## src/rtl/bcc_pkg.sv

```systemverilog
// Package with the codes, tables and widths of the commutation controller.
`timescale 1ns / 1ps
package bcc_pkg;

  localparam int SPINUP_DEPTH_DEF = 32;
  localparam int MaxOut           = 32;

  localparam int IN_DATA_W  = 24;
  localparam int IN_USER_W  = 2;
  localparam int OUT_DATA_W = 16;
  localparam int CFG_IDX_W  = 2;
  localparam int CFG_DATA_W = 16;

  localparam logic [15:0] STALL_LIMIT_RST = 16'd1000;
  localparam logic [5:0]  SPINUP_STEPS_RST = 6'd0;

  // Request kinds.
  localparam logic [1:0] REQ_TICK   = 2'd0;
  localparam logic [1:0] REQ_SENSOR = 2'd1;
  localparam logic [1:0] REQ_TABLE  = 2'd2;

  // Configuration register indexes.
  localparam logic [CFG_IDX_W-1:0] CFG_STALL_LIMIT  = 2'd0;
  localparam logic [CFG_IDX_W-1:0] CFG_SPINUP_STEPS = 2'd1;

  localparam logic [2:0] PHASE_OFF = 3'd6;

  // Gate pair codes: high side on, low side on, both off.
  localparam logic [1:0] PAIR_HIGH = 2'b00;
  localparam logic [1:0] PAIR_LOW  = 2'b11;
  localparam logic [1:0] PAIR_OFF  = 2'b10;

  function automatic logic [5:0] drive_of_phase(input logic [2:0] p);
    logic [5:0] d;
    case (p)
      3'd0:    d = {PAIR_OFF,  PAIR_LOW,  PAIR_LOW};
      3'd1:    d = {PAIR_HIGH, PAIR_OFF,  PAIR_LOW};
      3'd2:    d = {PAIR_HIGH, PAIR_HIGH, PAIR_OFF};
      3'd3:    d = {PAIR_OFF,  PAIR_HIGH, PAIR_HIGH};
      3'd4:    d = {PAIR_LOW,  PAIR_OFF,  PAIR_HIGH};
      3'd5:    d = {PAIR_LOW,  PAIR_LOW,  PAIR_OFF};
      default: d = {PAIR_OFF,  PAIR_OFF,  PAIR_OFF};
    endcase
    return d;
  endfunction

  // Sensor code ABC to phase; the two impossible codes give the off phase.
  function automatic logic [2:0] phase_of_code(input logic [2:0] code);
    logic [2:0] p;
    case (code)
      3'd0:    p = 3'd0;
      3'd1:    p = 3'd5;
      3'd3:    p = 3'd4;
      3'd4:    p = 3'd1;
      3'd6:    p = 3'd2;
      3'd7:    p = 3'd3;
      default: p = PHASE_OFF;
    endcase
    return p;
  endfunction

  // Next phase modulo six; stepping from the off phase lands on phase 1.
  function automatic logic [2:0] phase_advance(input logic [2:0] p);
    logic [2:0] n;
    case (p)
      3'd5:    n = 3'd0;
      3'd6:    n = 3'd1;
      3'd7:    n = 3'd2;
      default: n = p + 3'd1;
    endcase
    return n;
  endfunction

endpackage

```

## src/rtl/bldc_commutation_controller.sv

```systemverilog
// Six-step commutation controller with open-loop spinup, top level.
// Sensor change: SEND loads the result into the output register once it is free; a new item is taken after that.
// Tick: while running, accept and timers; in stall with no firing, accept, timers, read, compare.
// Each spinup firing goes through table read, compare, output load and step, in an order set by the
// single-port table read and the one shared compare unit; up to 32 per tick.
// rst_n is synchronous: the block restarts stalled, phase off, timers zero; no clearing pass.
`timescale 1ns / 1ps
module bldc_commutation_controller #(
  parameter int SPINUP_DEPTH = bcc_pkg::SPINUP_DEPTH_DEF
) (
  input  logic                           clk,
  input  logic                           rst_n,
  // Input channel.
  input  logic                           in_tvalid,
  output logic                           in_tready,
  // tdata, from bit 0: sensor_bits[2:0], table_index[7:3], table_value[23:8].
  input  logic [bcc_pkg::IN_DATA_W-1:0]  in_tdata,
  // tuser, from bit 0: req_type[1:0].
  input  logic [bcc_pkg::IN_USER_W-1:0]  in_tuser,
  // Result channel.
  output logic                           out_tvalid,
  input  logic                           out_tready,
  // tdata, from bit 0: drive_word[5:0], phase_now[8:6], zero fill[15:9].
  output logic [bcc_pkg::OUT_DATA_W-1:0] out_tdata,
  // tuser, from bit 0: in_stall[0].
  output logic                           out_tuser,
  output logic                           out_tlast,
  // Configuration write channel.
  input  logic                           cfg_valid,
  output logic                           cfg_ready,
  input  logic [bcc_pkg::CFG_IDX_W-1:0]  cfg_index,
  input  logic [bcc_pkg::CFG_DATA_W-1:0] cfg_data
);
  import bcc_pkg::*;

  // Address width of the spinup table; one bit at minimum.
  localparam int AW = (SPINUP_DEPTH > 1) ? $clog2(SPINUP_DEPTH) : 1;

  // Sequencer states. TICK updates the timers and checks for a stall, READ
  // fetches the table entry at spin_step, CMP decides whether it fires and
  // SEND loads the output register.
  typedef enum logic [4:0] {
    S_IDLE = 5'b00001,
    S_TICK = 5'b00010,
    S_READ = 5'b00100,
    S_CMP  = 5'b01000,
    S_SEND = 5'b10000
  } state_t;

  state_t      state_r, state_nxt;
  logic [2:0]  phase_r, phase_nxt;
  logic        stall_r, stall_nxt;
  logic [15:0] comm_r, comm_nxt;
  logic [15:0] spin_ticks_r, spin_ticks_nxt;
  logic [5:0]  spin_step_r, spin_step_nxt;
  logic [5:0]  fired_r, fired_nxt;
  logic        pend_r, pend_nxt;
  logic        send_last_r, send_last_nxt;
  logic        send_stall_r, send_stall_nxt;

  logic        out_valid_r, out_valid_nxt;
  logic [5:0]  out_drive_r;
  logic [2:0]  out_phase_r;
  logic        out_stall_r;
  logic        out_last_r;

  logic [15:0] stall_limit_r;
  logic [5:0]  spinup_steps_r;

  logic [15:0] spin_table [SPINUP_DEPTH];
  logic [15:0] rdata_r;

  logic [1:0]  req_type;
  logic [2:0]  sensor_bits;
  logic [4:0]  table_index;
  logic [15:0] table_value;
  logic        in_xfer;
  logic [15:0] comm_inc;
  logic [15:0] spin_inc;
  logic [15:0] cmp_a;
  logic [15:0] cmp_b;
  logic        cmp_ge;
  logic [6:0]  count;
  logic        step_lt;
  logic        fire;
  logic        out_free;
  logic        load_out;
  logic [6:0]  wr_ext;
  logic        wr_en;

  assign req_type    = in_tuser;
  assign sensor_bits = in_tdata[2:0];
  assign table_index = in_tdata[7:3];
  assign table_value = in_tdata[23:8];

  // Items are taken only while the sequencer rests; configuration is always taken.
  assign in_tready = (state_r == S_IDLE);
  assign in_xfer   = in_tvalid && in_tready;
  assign cfg_ready = 1'b1;

  // Both timers saturate at full scale.
  assign comm_inc = (comm_r == 16'hFFFF) ? comm_r : comm_r + 16'd1;
  assign spin_inc = (spin_ticks_r == 16'hFFFF) ? spin_ticks_r : spin_ticks_r + 16'd1;

  // The one shared comparator. During TICK it tests the stall limit
  // (comm_ticks > limit is the same as not limit >= comm_ticks); during CMP it
  // tests whether the spin timer has reached the current table entry.
  always_comb begin
    if (state_r == S_TICK) begin
      cmp_a = stall_limit_r;
      cmp_b = comm_inc;
    end else begin
      cmp_a = spin_ticks_r;
      cmp_b = rdata_r;
    end
  end
  assign cmp_ge = (cmp_a >= cmp_b);

  // Entries in use, limited to the table depth.
  assign count   = ({1'b0, spinup_steps_r} > 7'(SPINUP_DEPTH)) ?
                   7'(SPINUP_DEPTH) : {1'b0, spinup_steps_r};
  assign step_lt = ({1'b0, spin_step_r} < count);
  assign fire    = (fired_r < 6'(MaxOut)) && step_lt && cmp_ge;

  // The output register is free when empty or being emptied in this cycle.
  assign out_free = !out_valid_r || out_tready;
  assign load_out = (state_r == S_SEND) && out_free;

  always_comb begin
    state_nxt      = state_r;
    phase_nxt      = phase_r;
    stall_nxt      = stall_r;
    comm_nxt       = comm_r;
    spin_ticks_nxt = spin_ticks_r;
    spin_step_nxt  = spin_step_r;
    fired_nxt      = fired_r;
    pend_nxt       = pend_r;
    send_last_nxt  = send_last_r;
    send_stall_nxt = send_stall_r;
    case (state_r)
      S_IDLE: begin
        if (in_xfer) begin
          case (req_type)
            REQ_TICK: begin
              state_nxt = S_TICK;
            end
            REQ_SENSOR: begin
              // Sensor changes are ignored while the motor is spinning up.
              if (!stall_r) begin
                comm_nxt       = 16'd0;
                phase_nxt      = phase_of_code(sensor_bits);
                send_last_nxt  = 1'b1;
                send_stall_nxt = 1'b0;
                state_nxt      = S_SEND;
              end
            end
            default: begin
              // Table writes are handled by the table itself; other kinds are dropped.
            end
          endcase
        end
      end
      S_TICK: begin
        comm_nxt       = comm_inc;
        spin_ticks_nxt = spin_inc;
        fired_nxt      = 6'd0;
        pend_nxt       = 1'b0;
        if (!stall_r && !cmp_ge) begin
          // Too long without a commutation: restart the spinup sequence.
          stall_nxt      = 1'b1;
          spin_ticks_nxt = 16'd0;
          spin_step_nxt  = 6'd0;
          state_nxt      = S_READ;
        end else if (stall_r) begin
          state_nxt = S_READ;
        end else begin
          state_nxt = S_IDLE;
        end
      end
      S_READ: begin
        state_nxt = S_CMP;
      end
      S_CMP: begin
        if (fire) begin
          if (pend_r) begin
            // Another word follows, so the held one goes out without last.
            // The compare result stays valid, so CMP fires again on return.
            send_last_nxt  = 1'b0;
            send_stall_nxt = 1'b1;
            pend_nxt       = 1'b0;
            state_nxt      = S_SEND;
          end else begin
            spin_step_nxt = spin_step_r + 6'd1;
            phase_nxt     = phase_advance(phase_r);
            fired_nxt     = fired_r + 6'd1;
            pend_nxt      = 1'b1;
            state_nxt     = S_READ;
          end
        end else begin
          if (!step_lt) begin
            // Table used up: back to closed-loop running.
            stall_nxt = 1'b0;
            comm_nxt  = 16'd0;
          end
          if (pend_r) begin
            send_last_nxt  = 1'b1;
            send_stall_nxt = 1'b1;
            pend_nxt       = 1'b0;
            state_nxt      = S_SEND;
          end else begin
            state_nxt = S_IDLE;
          end
        end
      end
      S_SEND: begin
        if (out_free) begin
          state_nxt = send_last_r ? S_IDLE : S_CMP;
        end
      end
      default: begin
        state_nxt = S_IDLE;
      end
    endcase
  end

  always_comb begin
    out_valid_nxt = out_valid_r && !out_tready;
    if (load_out) begin
      out_valid_nxt = 1'b1;
    end
  end

  always_ff @(posedge clk) begin
    if (!rst_n) begin
      state_r        <= S_IDLE;
      phase_r        <= PHASE_OFF;
      stall_r        <= 1'b1;
      comm_r         <= 16'd0;
      spin_ticks_r   <= 16'd0;
      spin_step_r    <= 6'd0;
      fired_r        <= 6'd0;
      pend_r         <= 1'b0;
      send_last_r    <= 1'b0;
      send_stall_r   <= 1'b0;
      out_valid_r    <= 1'b0;
      stall_limit_r  <= STALL_LIMIT_RST;
      spinup_steps_r <= SPINUP_STEPS_RST;
    end else begin
      state_r      <= state_nxt;
      phase_r      <= phase_nxt;
      stall_r      <= stall_nxt;
      comm_r       <= comm_nxt;
      spin_ticks_r <= spin_ticks_nxt;
      spin_step_r  <= spin_step_nxt;
      fired_r      <= fired_nxt;
      pend_r       <= pend_nxt;
      send_last_r  <= send_last_nxt;
      send_stall_r <= send_stall_nxt;
      out_valid_r  <= out_valid_nxt;
      if (cfg_valid && cfg_ready) begin
        case (cfg_index)
          CFG_STALL_LIMIT:  stall_limit_r  <= cfg_data;
          CFG_SPINUP_STEPS: spinup_steps_r <= cfg_data[5:0];
          default: begin
          end
        endcase
      end
    end
  end

  // Output payload; it is only loaded from SEND, so it needs no reset.
  always_ff @(posedge clk) begin
    if (load_out) begin
      out_drive_r <= drive_of_phase(phase_r);
      out_phase_r <= phase_r;
      out_stall_r <= send_stall_r;
      out_last_r  <= send_last_r;
    end
  end

  // Spinup table: one write port from the input channel, one registered read
  // at spin_step. Indexes at or beyond the depth are not written.
  assign wr_ext = {2'b00, table_index};
  assign wr_en  = in_xfer && (req_type == REQ_TABLE) && (wr_ext < 7'(SPINUP_DEPTH));

  always_ff @(posedge clk) begin
    if (wr_en) begin
      spin_table[wr_ext[AW-1:0]] <= table_value;
    end
    if (state_r == S_READ) begin
      rdata_r <= spin_table[spin_step_r[AW-1:0]];
    end
  end

  assign out_tvalid = out_valid_r;
  assign out_tdata  = {7'd0, out_phase_r, out_drive_r};
  assign out_tuser  = out_stall_r;
  assign out_tlast  = out_last_r;

endmodule

```

## config.mk

```make
export PLATFORM = sky130hd
export DESIGN_NAME = bldc_commutation_controller
export DESIGN_NICKNAME = d
export VERILOG_FILES = /design/src/rtl/bcc_pkg.sv /design/src/rtl/bldc_commutation_controller.sv
export SDC_FILE = /design/constraint.sdc
export NUM_CORES = 1
export LEC_CHECK = 0
export BUFFER_PORTS_ARGS = -buffer_cell sky130_fd_sc_hd__buf_2
export CORE_MARGIN = 2
export CORE_UTILIZATION = 55
export CTS_BUF_LIST = sky130_fd_sc_hd__clkbuf_4 sky130_fd_sc_hd__clkbuf_8 sky130_fd_sc_hd__clkbuf_16
export CTS_CLUSTER_SIZE = 28
export DETAILED_ROUTE_END_ITERATION = 10
export PLACE_DENSITY = 0.69
export SYNTH_ARGS = -nofsm -noshare
export SYNTH_HDL_FRONTEND = slang
export SYNTH_SLANG_ARGS = --single-unit
```

## constraint.sdc

```tcl
create_clock -name clk -period 5.15 [get_ports clk]
set_input_delay 0.2575 -clock clk [delete_from_list [all_inputs] [get_ports clk]]
set_output_delay 0.2575 -clock clk [all_outputs]
set_load 0.05 [all_outputs]
```

[Yosys cells after proc, flatten, opt, wreduce, memory -nomap -nowiden]
Memories as Yosys holds them, arrays and structs flattened. A register that Yosys moved wholly into a read port is not among the register bits.
Index checks and enable logic that the tools add are counted.
Word-level totals
  ROM bits: 0
  bits of input ports: 49
  bits in registers: 90
  bits in writable memories: 512
  bits in latches: 0
  memories kept: 1
  output and inout bits: 21
Cells by class
  bitwise operators: 0
  reductions and logical operators: 30
  add/sub/neg operators: 5
  magnitude comparators: 5
  $mul: 0
  divide/modulo/power cells: 0
  equality and inequality tests: 35
  shift operators: 0
  multiplexer cells: 60
Memories
  spin_table: depth 32, bits a word 16, rd ports 1, clocked after memory_dff 1, wr ports 1, line bldc_commutation_controller.sv:70  | logic [15:0] spin_table [SPINUP_DEPTH];
Operator list (number)
  $mux W16: 10
  $pmux W16 S3: 1
  $mux W6: 6
  $pmux W6 S6: 1
  $add A16 B1 Y16 const B: 2
  $eq A16 B16 Y1 const B: 2
  $mux W5: 6
  $pmux W5 S5: 1
  $pmux W6 S2: 2
  $eq A3 B3 Y1 const B: 7
  $mux W3: 7
  $pmux W3 S6: 1
  $mux W1: 17
  $ge A16 B16 Y1: 1
  $ne A2 B2 Y1 const B: 7
  $add A6 B1 Y6 const B: 2
  $reduce_and A4 Y1: 3
  $reduce_and A6 Y1: 2
  $pmux W5 S2: 1
  $eq A3 B2 Y1 const B: 3
  $pmux W3 S3: 1
  $logic_and A1 B1 Y1: 8
  $ne A2 B1 Y1 const B: 4
  $pmux W1 S2: 4
  26 further kinds: 36

[Logic depth before layout (Yosys ltp)]
Gate-level depths: netlist of the first run.
  depth after elaboration: 8
  mapped depth: 18

[Worst setup path before layout of the first run]
No wires, ideal clock.
  path type: reg2reg
  start: reg comm_r[3]
  end: reg spin_ticks_r[10]
  slack: 1106 ps
  data required time: 5022 ps
  library setup time: 128 ps
  buffers on the path: 4
  data arrival time: 3916 ps
  stages on the path, launching flop included: 19
  cells stage by stage: dfxtp_1 -> clkbuf_1 -> nand4_1 -> nor3_2 -> a21boi_0 -> and3_1 -> xnor2_1 -> nor2_1 -> a21oi_1 -> ha_1 -> a21oi_1 -> o21ai_0 -> a2111oi_2 -> o211ai_1 -> clkbuf_1 -> nand2_1 -> clkbuf_1 -> clkbuf_1 -> nor2_1
Between the ends
  word-level cells in the longest chain between the ends: 8
  elaborated cells between the ends (all ways): 10
Ends and longest elaborated chain
  from (decl): line bldc_commutation_controller.sv:53  | logic [15:0] comm_r, comm_nxt;
  from (signal assigned): line bldc_commutation_controller.sv:252  | comm_r <= comm_nxt;
  $add A16 B1 Y16 / $eq A16 B16 Y1 (equally long branches): line bldc_commutation_controller.sv:102  | assign comm_inc = (comm_r == 16'hFFFF) ? comm_r : comm_r + 16'd1;
  $mux W16 *: line bldc_commutation_controller.sv:102
  $mux W16 *: line bldc_commutation_controller.sv:109  | if (state_r == S_TICK) begin
  $ge A16 B16 Y1 *: line bldc_commutation_controller.sv:117  | assign cmp_ge = (cmp_a >= cmp_b);
  $logic_not A1 Y1 *: line bldc_commutation_controller.sv:168  | if (!stall_r && !cmp_ge) begin
  $logic_and A1 B1 Y1 *: line bldc_commutation_controller.sv:168
  $ne A2 B1 Y1 (no source line)
  $reduce_and A2 Y1 (no source line)
  to (signal assigned): line bldc_commutation_controller.sv:253  | spin_ticks_r <= spin_ticks_nxt;
  to (decl): line bldc_commutation_controller.sv:54  | logic [15:0] spin_ticks_r, spin_ticks_nxt;
Mark *: on every way between the ends. The rest lies on a longest branch, timed or not.
A chain may end at the register's enable or synchronous reset.

[Worst setup path after layout of the first run]
  start: reg comm_r[0]
  end: reg spin_ticks_r[9]
Same word-level chain as after synthesis.

==> flow_metrics.tcl, run 1 <==
set metrics [dict create \
    clkTransAtPathRegs_ns 0.06 \
    wire_per_inst_um 24.6 \
    cp-end-kind "flop" \
    async_reset_ff_share_pct 0 \
    worst_setup_path_start_kind "flop" \
    synthFlopType "edfxtp_1" \
    clk_latency_ns 0.63 \
    cap_violations 0 \
    grt.overflow.total 0 \
    core_sq_um 45300 \
    period_needed_ns 4.48 \
    tightest_slew_ns 1.06 \
    via_per_inst 6.03 \
    setup_violations 0 \
    syn_to_final_growth_pct 14.0 \
    die_h_um 218 \
    p_leak_uw 0.00923 \
    synth_warnings 0 \
    cts_buffers 60 \
    clock_sinks 618 \
    route.detailed.drc 0 \
    layout-drive-gt1-share_pct 26.3 \
    p_per_area_nw_per_um2 373 \
    design.die.area_sq_um 47500 \
    htreeDepth 2 \
    place_ws_ns 0.724 \
    fp.dieW_um 218 \
    hold_ws_ns 0.0657 \
    grt_pass1_wl_um 82000 \
    rsz0062_at_grt "no" \
    num_vias 13400 \
    grt_max_degree 66 \
    syn_inst 1456 \
    min_period_over_period_pct 86.9 \
    start_util_pct 55.6 \
    layout_setup_ws_ns 0.674 \
    crit_chain "ha_1 > nand2_1 > nor3_2 > buf_4 > a21boi_0 > and3_1 > xnor2_1 > nor2_1 > a21oi_1 > ha_1 > a21oi_1 > o21ai_0 > a2111oi_2 > o211ai_1 > and2_1 > nor3_1 > mux2_2" \
    fmax_ghz 0.223 \
    cts_tree "built" \
    relSlewSlack_pct 28.5 \
    fin_setup_tns_ns 0 \
    cts_max_path_buffers 3 \
    yosys_register_bits 618 \
    drtIter0Drc 1494 \
    io_pins 70 \
    synth_edf_count 539 \
    dpl.hpwl_um 31600 \
    synth_cell_types 59 \
    drv_slew 0 \
    routed_wirelength_um 54600 \
    run_status "completed" \
    antenna_found_initial 6 \
    hold_violations 0 \
    syn_avg_cell_area_sq_um 17.3 \
    final_core_util_pct 63.5 \
    worstPathRequired_ns 5.64 \
    gp_congestion 0.834 \
    cpPeakStageDelay_ns 0.48 \
    placed_area_sq_um 26400 \
    cp_max_fo 11 \
    hold_class "primary input to flop" \
    nets 1650 \
    cp.arrival_ns 4.96 \
    rows 78 \
    fin_skew_ns 0.0341 \
    critPathKind "flop to flop" \
    critPathSlowestCell "a21boi_0" \
    grt_usage_pct 23.6 \
    drt_first_pass_iters 5 \
    cts_root_buf "clkbuf_16" \
    fin_area_sq_um 28700 \
    peakVddDrop_mv 0.313 \
    grt_pass1_vias 13400 \
    ys_seq_area_share_pct 70.5 \
    io_buffers 61 \
    ant_nets 0 \
    synthesis.area_sq_um 25200 \
]
[repair_timing]
| item | CTS | global route |
|---|---|---|
| buffers inserted | 0 | 0 |
| endpoints found under the setup margin | 0 | 0 |
| hold endpoints to repair | 24 | 0 |
| resized for setup | 0 | 0 |
| hold buffers | 17 | 0 |
[worst paths after layout]
path	from	end	slack (ns)	cells past startpoint
worst min-delay path	rst_n	stall_limit_r[5]	0.07	2
worst min register to register	send_stall_r	out_tuser	0.44	0
worst max-delay path	comm_r[0]	spin_ticks_r[9]	0.67	17
worst max register to register	comm_r[0]	spin_ticks_r[9]	0.67	17
[flip-flops by register name, indices dropped and copies added (netlist names), 3 cells and up]
register and cells:
rdata_r 16, out_phase_r 3, state_r 5, comm_r 16, spin_table 512, stall_limit_r 16, out_drive_r 6, fired_r 6
spin_ticks_r 16, spin_step_r 6, phase_r 3, spinup_steps_r 6
[cell usage after synthesis (all sizes together) (19+ instances only)]
library cell,n,area (sq um)
ha,31,388
o21ai,31,155
xnor2,20,175
mux4,160,3600
dfxtp,79,1580
nand3,27,135
clkbuf,43,163
nor3,19,100
nand2,130,488
edfxtp,539,16200
a21oi,71,355
nor2,95,357
buf,36,175
[worst max-delay path: cells and delay by family (launching register included)]
family	cells	cell delay [ns]
multiplexers	1	0.35
adder cells (fa/ha/maj)	2	0.51
XOR/XNOR	1	0.13
AND/OR/NAND/NOR	6	1.02
flip-flops	1	0.34
buffers and inverters	1	0.16
AO/OA/AOI/OAI	6	1.85
[cell type report]
type | count | area (sq um)
flip-flops and latches | 618 | 17800
well taps | 600 | 751
clock buffers | 70 | 1620
diodes | 1 | 2.50
clock inverters | 43 | 510
inverters | 19 | 71.3
repair buffers | 125 | 866
multi-input cells | 746 | 7130
fillers | 3135 | 16500
[layout by cell type (no fill, tap or decap), types with 27 or more instances in the layout]
master and count:
a21oi_1 71, buf_2 61, buf_4 44, clkbuf_16 62, dfxtp_1 75, edfxtp_1 539
ha_1 31, mux4_2 160, nand2_1 130, nand3_1 27, nor2_1 63, nor2_2 32
o21ai_0 30
[where the power goes]
group / internal, uW / switching [uW] / leakage [uW]
clock: 2760 / 1860 / 0.00103
combinational: 178 / 378 / 0.00271
sequential: 5490 / 54.8 / 0.00549
[metrics by stage]
| step | total power (uW) | instances |
|---|---|---|
| 2_1_floorplan | 6010 | 1462 |
| 4_1_cts | 10800 | 2221 |
| 3_3_place_gp | 6180 | 2091 |
| 6_report | 10700 | 2222 |
| 5_1_grt | 11100 | 2221 |
| 3_5_place_dp | 6200 | 2091 |
[cells by family (layout without fill, tap and decap cells)]
kind of cell / Yosys count / in the layout / synth area share [%]
AO/OA/AOI/OAI: 153 / 153 / 3.73
XOR/XNOR: 25 / 25 / 0.869
adder cells (fa/ha/maj): 31 / 31 / 1.54
buffers and inverters: 98 / 257 / 1.62
flip-flops: 618 / 618 / 70.5
multiplexers: 188 / 188 / 15.5
other: 2 / 9 / 0.0298
AND/OR/NAND/NOR: 341 / 341 / 6.19
[metal layers]
layer	global-route usage, %	vias up	part of all wire [%]
met3	3.89	76	7.0
met5	0	-	0.15
met4	7.32	12	2.6
li1	-	5982	-
met1	32.6	6851	40
met2	38.9	477	50
Note: power is estimated with default switching activity, not from simulation.
==> run 2: changes to the inputs <==
- PLACE_DENSITY: 0.69 -> 0.8
==> run 2 against run 1 <==
- clock power is 7.4% lower
- maximum frequency shrank 4.5%
- non-clock buffer count fell by 8
- clock-buffer cell count is 5 lower
- critical path type unchanged
- critical endpoint is now spin_ticks_r[10]
- highest routed layer unchanged
==> flow_metrics.tcl, run 2 (synthesized netlist as in run 1, its figures left out) <==
set metrics [dict create \
    run_status "completed" \
    layout-drive-gt1-share_pct 24.7 \
    grt_pass1_vias 14000 \
    rows 78 \
    route.detailed.drc 0 \
    cts_root_buf "clkbuf_16" \
    reg2reg_from "comm_r[14]" \
    drv_slew 0 \
    antenna_found_initial 6 \
    period_needed_ns 4.69 \
    cp.arrival_ns 5.19 \
    io_pins 70 \
    dpl.hpwl_um 32900 \
    nets 1640 \
    syn_to_final_growth_pct 12.7 \
    clkTransAtPathRegs_ns 0.06 \
    layout_commonest_cell "edfxtp_1" \
    cp_max_fo 11 \
    fin_setup_tns_ns 0 \
    min_to "stall_limit_r[3]" \
    p_leak_uw 0.00909 \
    p_per_area_nw_per_um2 366 \
    cts_max_path_buffers 3 \
    grt_pass1_wl_um 87200 \
    start_util_pct 55.6 \
    mostFrequentLayoutCells "edfxtp_1 (539), mux4_2 (160), nand2_1 (130)" \
    place_ws_ns 0.686 \
    grt.overflow.total 0 \
    via_per_inst 6.28 \
    min_period_over_period_pct 91.0 \
    post_cts_resized 0 \
    ant_nets 0 \
    design.die.area_sq_um 47500 \
    final_core_util_pct 62.7 \
    ff2ff_path_depth 15 \
    relSlewSlack_pct 12.2 \
    critPathKind "flop to flop" \
    clk_latency_ns 0.64 \
    io_buffers 61 \
    die_h_um 218 \
    largest_reg_flops 512 \
    wire_per_inst_um 26.7 \
    hold_class "primary input to flop" \
    fmax_ghz 0.213 \
    hold_violations 0 \
    post-cts-setup-buffers 0 \
    fp.dieW_um 218 \
    setup_violations 0 \
    fin_skew_ns 0.0392 \
    worstPathRequired_ns 5.65 \
    tightest_slew_ns 1.32 \
    htreeDepth 2 \
    placed_area_sq_um 26300 \
    core_sq_um 45300 \
    gp_congestion 0.863 \
    min_path_cells 2 \
    reg2reg_slack_ns 0.46 \
    cp-end-kind "flop" \
    hp-start "rst_n" \
    clock_sinks 618 \
    layout_setup_ws_ns 0.463 \
    reg2reg_to "spin_ticks_r[10]" \
    num_vias 13900 \
    fin_area_sq_um 28400 \
    hold_ws_ns 0.0470 \
    rsz0062_at_grt "no" \
    cts_tree "built" \
    cap_violations 0 \
    cts_buffers 58 \
    drt_first_pass_iters 7 \
    grt_usage_pct 25.4 \
    routed_wirelength_um 59000 \
    worst_setup_path_start_kind "flop" \
    grt_max_degree 68 \
    drtIter0Drc 1567 \
    peakVddDrop_mv 0.296 \
]
-- run 2: cell types whose count changed in the layout (fill, tap and decap cells not counted), moves of 2 or more --
cell,delta
buf_4,-7
bufinv_16,-4
clkbuf_16,-4
clkbuf_8,-2
clkinv_1,-2
clkinv_2,+5
clkinvlp_4,-2
nor2_1,+18
nor2_2,-18
-- run 2: critical path, cell delays in order (launching register included) --
cell       delay [ns]
dfxtp_1          0.40
nand3_1          0.16
nor3_1           0.55
a21boi_0         0.40
and3_1           0.33
xnor2_1          0.13
nor2_1           0.11
a21oi_1          0.06
ha_1             0.35
a21oi_1          0.15
o21ai_0          0.11
a2111oi_2        0.46
o211ai_1         0.46
a2111oi_0        0.66
xnor2_1          0.19
nor2_1           0.06
-- run 2: worst max path at each step --
stage                           from                to  slack (ns)  cells past startpoint
final                     comm_r[14]  spin_ticks_r[10]        0.46                     15
after global routing      comm_r[14]   spin_ticks_r[9]        0.13                     15
after CTS                 comm_r[14]  spin_ticks_r[10]        0.59                     15
after detailed placement  comm_r[15]   spin_ticks_r[9]        0.69                     15
after global placement    comm_r[14]   spin_ticks_r[9]        0.83                     15
after floorplan            comm_r[3]  spin_ticks_r[10]        1.11                     18
-- run 2: power by group --
group,internal [uW],total (uW),switching [uW]
combinational,177,559,382
clock,2410,4280,1870
sequential,5490,5550,54.3
total,8080,10400,2300
-- run 2: timing repair --
action,in CTS,in global routing
hold endpoints to repair,23,0
hold buffers,17,0
setup endpoints to repair,0,0
-- run 2: metal layers --
metal / vias to the layer above / share of wire [%] / routed length [um] / track usage [%]
met5: - / 0.12 / 70 / 0
li1: 5956 / - / - / -
met3: 141 / 8.7 / 5150 / 6.54
met1: 7024 / 37 / 21600 / 31.5
met4: 12 / 3.5 / 2040 / 9.02
met2: 738 / 51 / 30100 / 43.4
-- run 2: final cells by class --
type	count	area, sq um
clock buffer	65	1500
multi-input combinational	746	7090
timing repair buffer	117	793
clock inverter	42	407
inverter	19	71.3
fill	3112	16900
sequential	618	17800
antenna	1	2.50
tap	600	751
-- run 2: metrics by stage --
stage,std cells,total power [uW]
2_1_floorplan,1462,6010
3_3_place_gp,2083,6170
3_5_place_dp,2083,6200
4_1_cts,2207,10400
5_1_grt,2207,10700
6_report,2208,10400
==> run 3: changes to the inputs <==
- CORE_UTILIZATION: 55 -> 43
- PLACE_DENSITY: 0.8 -> 0.69
- clock period: 5.15 -> 4.15 ns (I/O delays scaled with it)
==> run 3 against run 2 <==
- non-clock buffer count is 25 higher
- global-route usage decreased by 6.5 points
- via count shrank 1.6%
- maximum frequency is 23% higher
- final cell count increased by 8.7%
- setup slack got worse by 0.13 ns
- clock skew grew 0.012 ns
- flip-flop and latch count unchanged
- total power grew 25%
==> flow_metrics.tcl, run 3 (synthesized netlist as in run 1, its figures left out) <==
set metrics [dict create \
    cts_buffers 59 \
    cp.arrival_ns 4.33 \
    grt_max_degree 62 \
    antenna_found_initial 7 \
    critPathKind "flop to flop" \
    rows 88 \
    grt_pass1_vias 13900 \
    critPathSlowestCell "a2111oi_0" \
    rsz0062_at_grt "no" \
    cts_root_buf "clkbuf_16" \
    p_per_area_nw_per_um2 448 \
    ant_nets 0 \
    drt_first_pass_iters 5 \
    route.detailed.drc 0 \
    peakVddDrop_mv 0.461 \
    fp.dieW_um 246 \
    cp-endpoint "spin_ticks_r[10]" \
    min_period_over_period_pct 92.0 \
    syn_to_final_growth_pct 14.8 \
    drv_slew 0 \
    worstPathRequired_ns 4.67 \
    antenna_cells 0 \
    layout_commonest_cell "edfxtp_1" \
    routed_wirelength_um 55900 \
    num_vias 13600 \
    drtIter0Drc 1182 \
    io_pins 70 \
    wire_per_inst_um 23.3 \
    run_status "completed" \
    crit_path_start "comm_r[4]" \
    start_util_pct 43.6 \
    fmax_ghz 0.262 \
    reg2reg_to "spin_ticks_r[10]" \
    grt_usage_pct 18.9 \
    min_path_cells 4 \
    worst_setup_path_start_kind "flop" \
    cp-end-kind "flop" \
    relSlewSlack_pct 24.5 \
    core_sq_um 57800 \
    gp_congestion 0.814 \
    cts_max_path_buffers 3 \
    clkTransAtPathRegs_ns 0.06 \
    cpPeakStageDelay_ns 0.46 \
    htreeDepth 2 \
    fin_area_sq_um 28900 \
    clock_sinks 618 \
    grt.overflow.total 0 \
    tightest_slew_ns 1.13 \
    dpl.hpwl_um 33100 \
    layout-drive-gt1-share_pct 26.3 \
    ff2ff_path_depth 15 \
    nets 1666 \
    io_buffers 61 \
    largest_reg_flops 512 \
    cp_max_fo 9 \
    crit_chain "nand4_1 > nor3_2 > buf_4 > nand2_1 > a21oi_1 > a21oi_1 > ha_1 > a211oi_1 > nor2_1 > a2111oi_2 > o211ai_1 > buf_4 > a2111oi_0 > xnor2_1 > nor2_1" \
    design.die.area_sq_um 60500 \
    cts_tree "built" \
    fin_setup_tns_ns 0 \
    die_h_um 246 \
    fin_skew_ns 0.0510 \
    hold_violations 0 \
    reg2reg_slack_ns 0.33 \
    reg2reg_from "comm_r[4]" \
    cap_violations 0 \
    placed_area_sq_um 26700 \
    hold_class "primary input to flop" \
    p_leak_uw 0.00923 \
    via_per_inst 5.68 \
    setup_violations 0 \
    period_needed_ns 3.82 \
    clk_latency_ns 0.66 \
    grt_pass1_wl_um 85000 \
    mostFrequentLayoutCells "edfxtp_1 (539), mux4_2 (160), nand2_1 (130)" \
]
run 3: changes by cell type in the layout (fill, tap and decap cells not counted), sizes merged:
| cell | previous run | this run |
|---|---|---|
| buf | 100 | 118 |
| inv | 19 | 20 |
| clkbuf | 65 | 72 |
| dlygate4sd3 | 17 | 24 |
| diode | 1 | 0 |
| clkinvlp | 3 | 6 |
| bufinv | 6 | 5 |
| clkinv | 33 | 27 |
run 3: routing by layer:
layer	part of all wire [%]	up-vias	global-route usage, %
met1	42	7069	25.5
met5	0.14	-	0
li1	-	6016	-
met2	49	444	30.8
met4	3.0	14	6.88
met3	6.5	105	3.42
run 3: where the power goes:
group | internal [uW] | switching, uW | total [uW]
clock network | 3030 | 2330 | 5370
logic | 227 | 468 | 695
registers | 6820 | 65.4 | 6880
total | 10100 | 2870 | 12900
run 3: area by class of cell:
class | instances | area, sq um
fillers | 4719 | 28900
flip-flops and latches | 618 | 17800
multi-input cells | 746 | 7100
clock buffers | 72 | 1570
repair buffers | 142 | 1050
well taps | 765 | 957
clock inverters | 39 | 387
inverters | 19 | 71.3
run 3: critical path, delay by kind of cell, from the launching register on:
kind            cells  cell delay [ns]
compound gates      6             1.56
simple gates        5             0.82
flops               1             0.44
buf+inv             2             0.38
fa+ha+maj           1             0.33
xor+xnor            1             0.18
run 3: worst min-delay path by stage:
stage | startpoint | endpoint | slack [ns]
after floorplan | in_tdata[8] | spin_table[0][0] | 0.31
after global placement | send_stall_r | out_tuser | 0.43
after detailed placement | send_stall_r | out_tuser | 0.42
after CTS | cfg_index[1] | stall_limit_r[10] | 0.002
after global routing | in_tvalid | state_r[3] | 0.04
final | cfg_index[1] | stall_limit_r[2] | 0.03
run 3: timing repair:
item | CTS | global route
gates resized for setup | 0 | 3
buffers inserted | 0 | 1
hold endpoints to repair | 25 | 0
endpoints found under the setup margin | 0 | 24
hold buffers | 24 | 0
run 3: stage by stage:
| stage | setup slack [ns] | hold slack (ns) | util (%) | power [uW] | cells |
|---|---|---|---|---|---|
| floorplan | 0.106 | 0.306 | - | 7450 | 1462 |
| global placement | 0.312 | 0.426 | 46.2 | 7660 | 2265 |
| finish | 0.334 | 0.0350 | 50.0 | 12900 | 2401 |
| global route | 0.0283 | 0.0427 | 50.0 | 13400 | 2401 |
| CTS | 0.236 | 0.00180 | 50.0 | 13100 | 2400 |
| detailed placement | 0.240 | 0.424 | 46.2 | 7690 | 2265 |
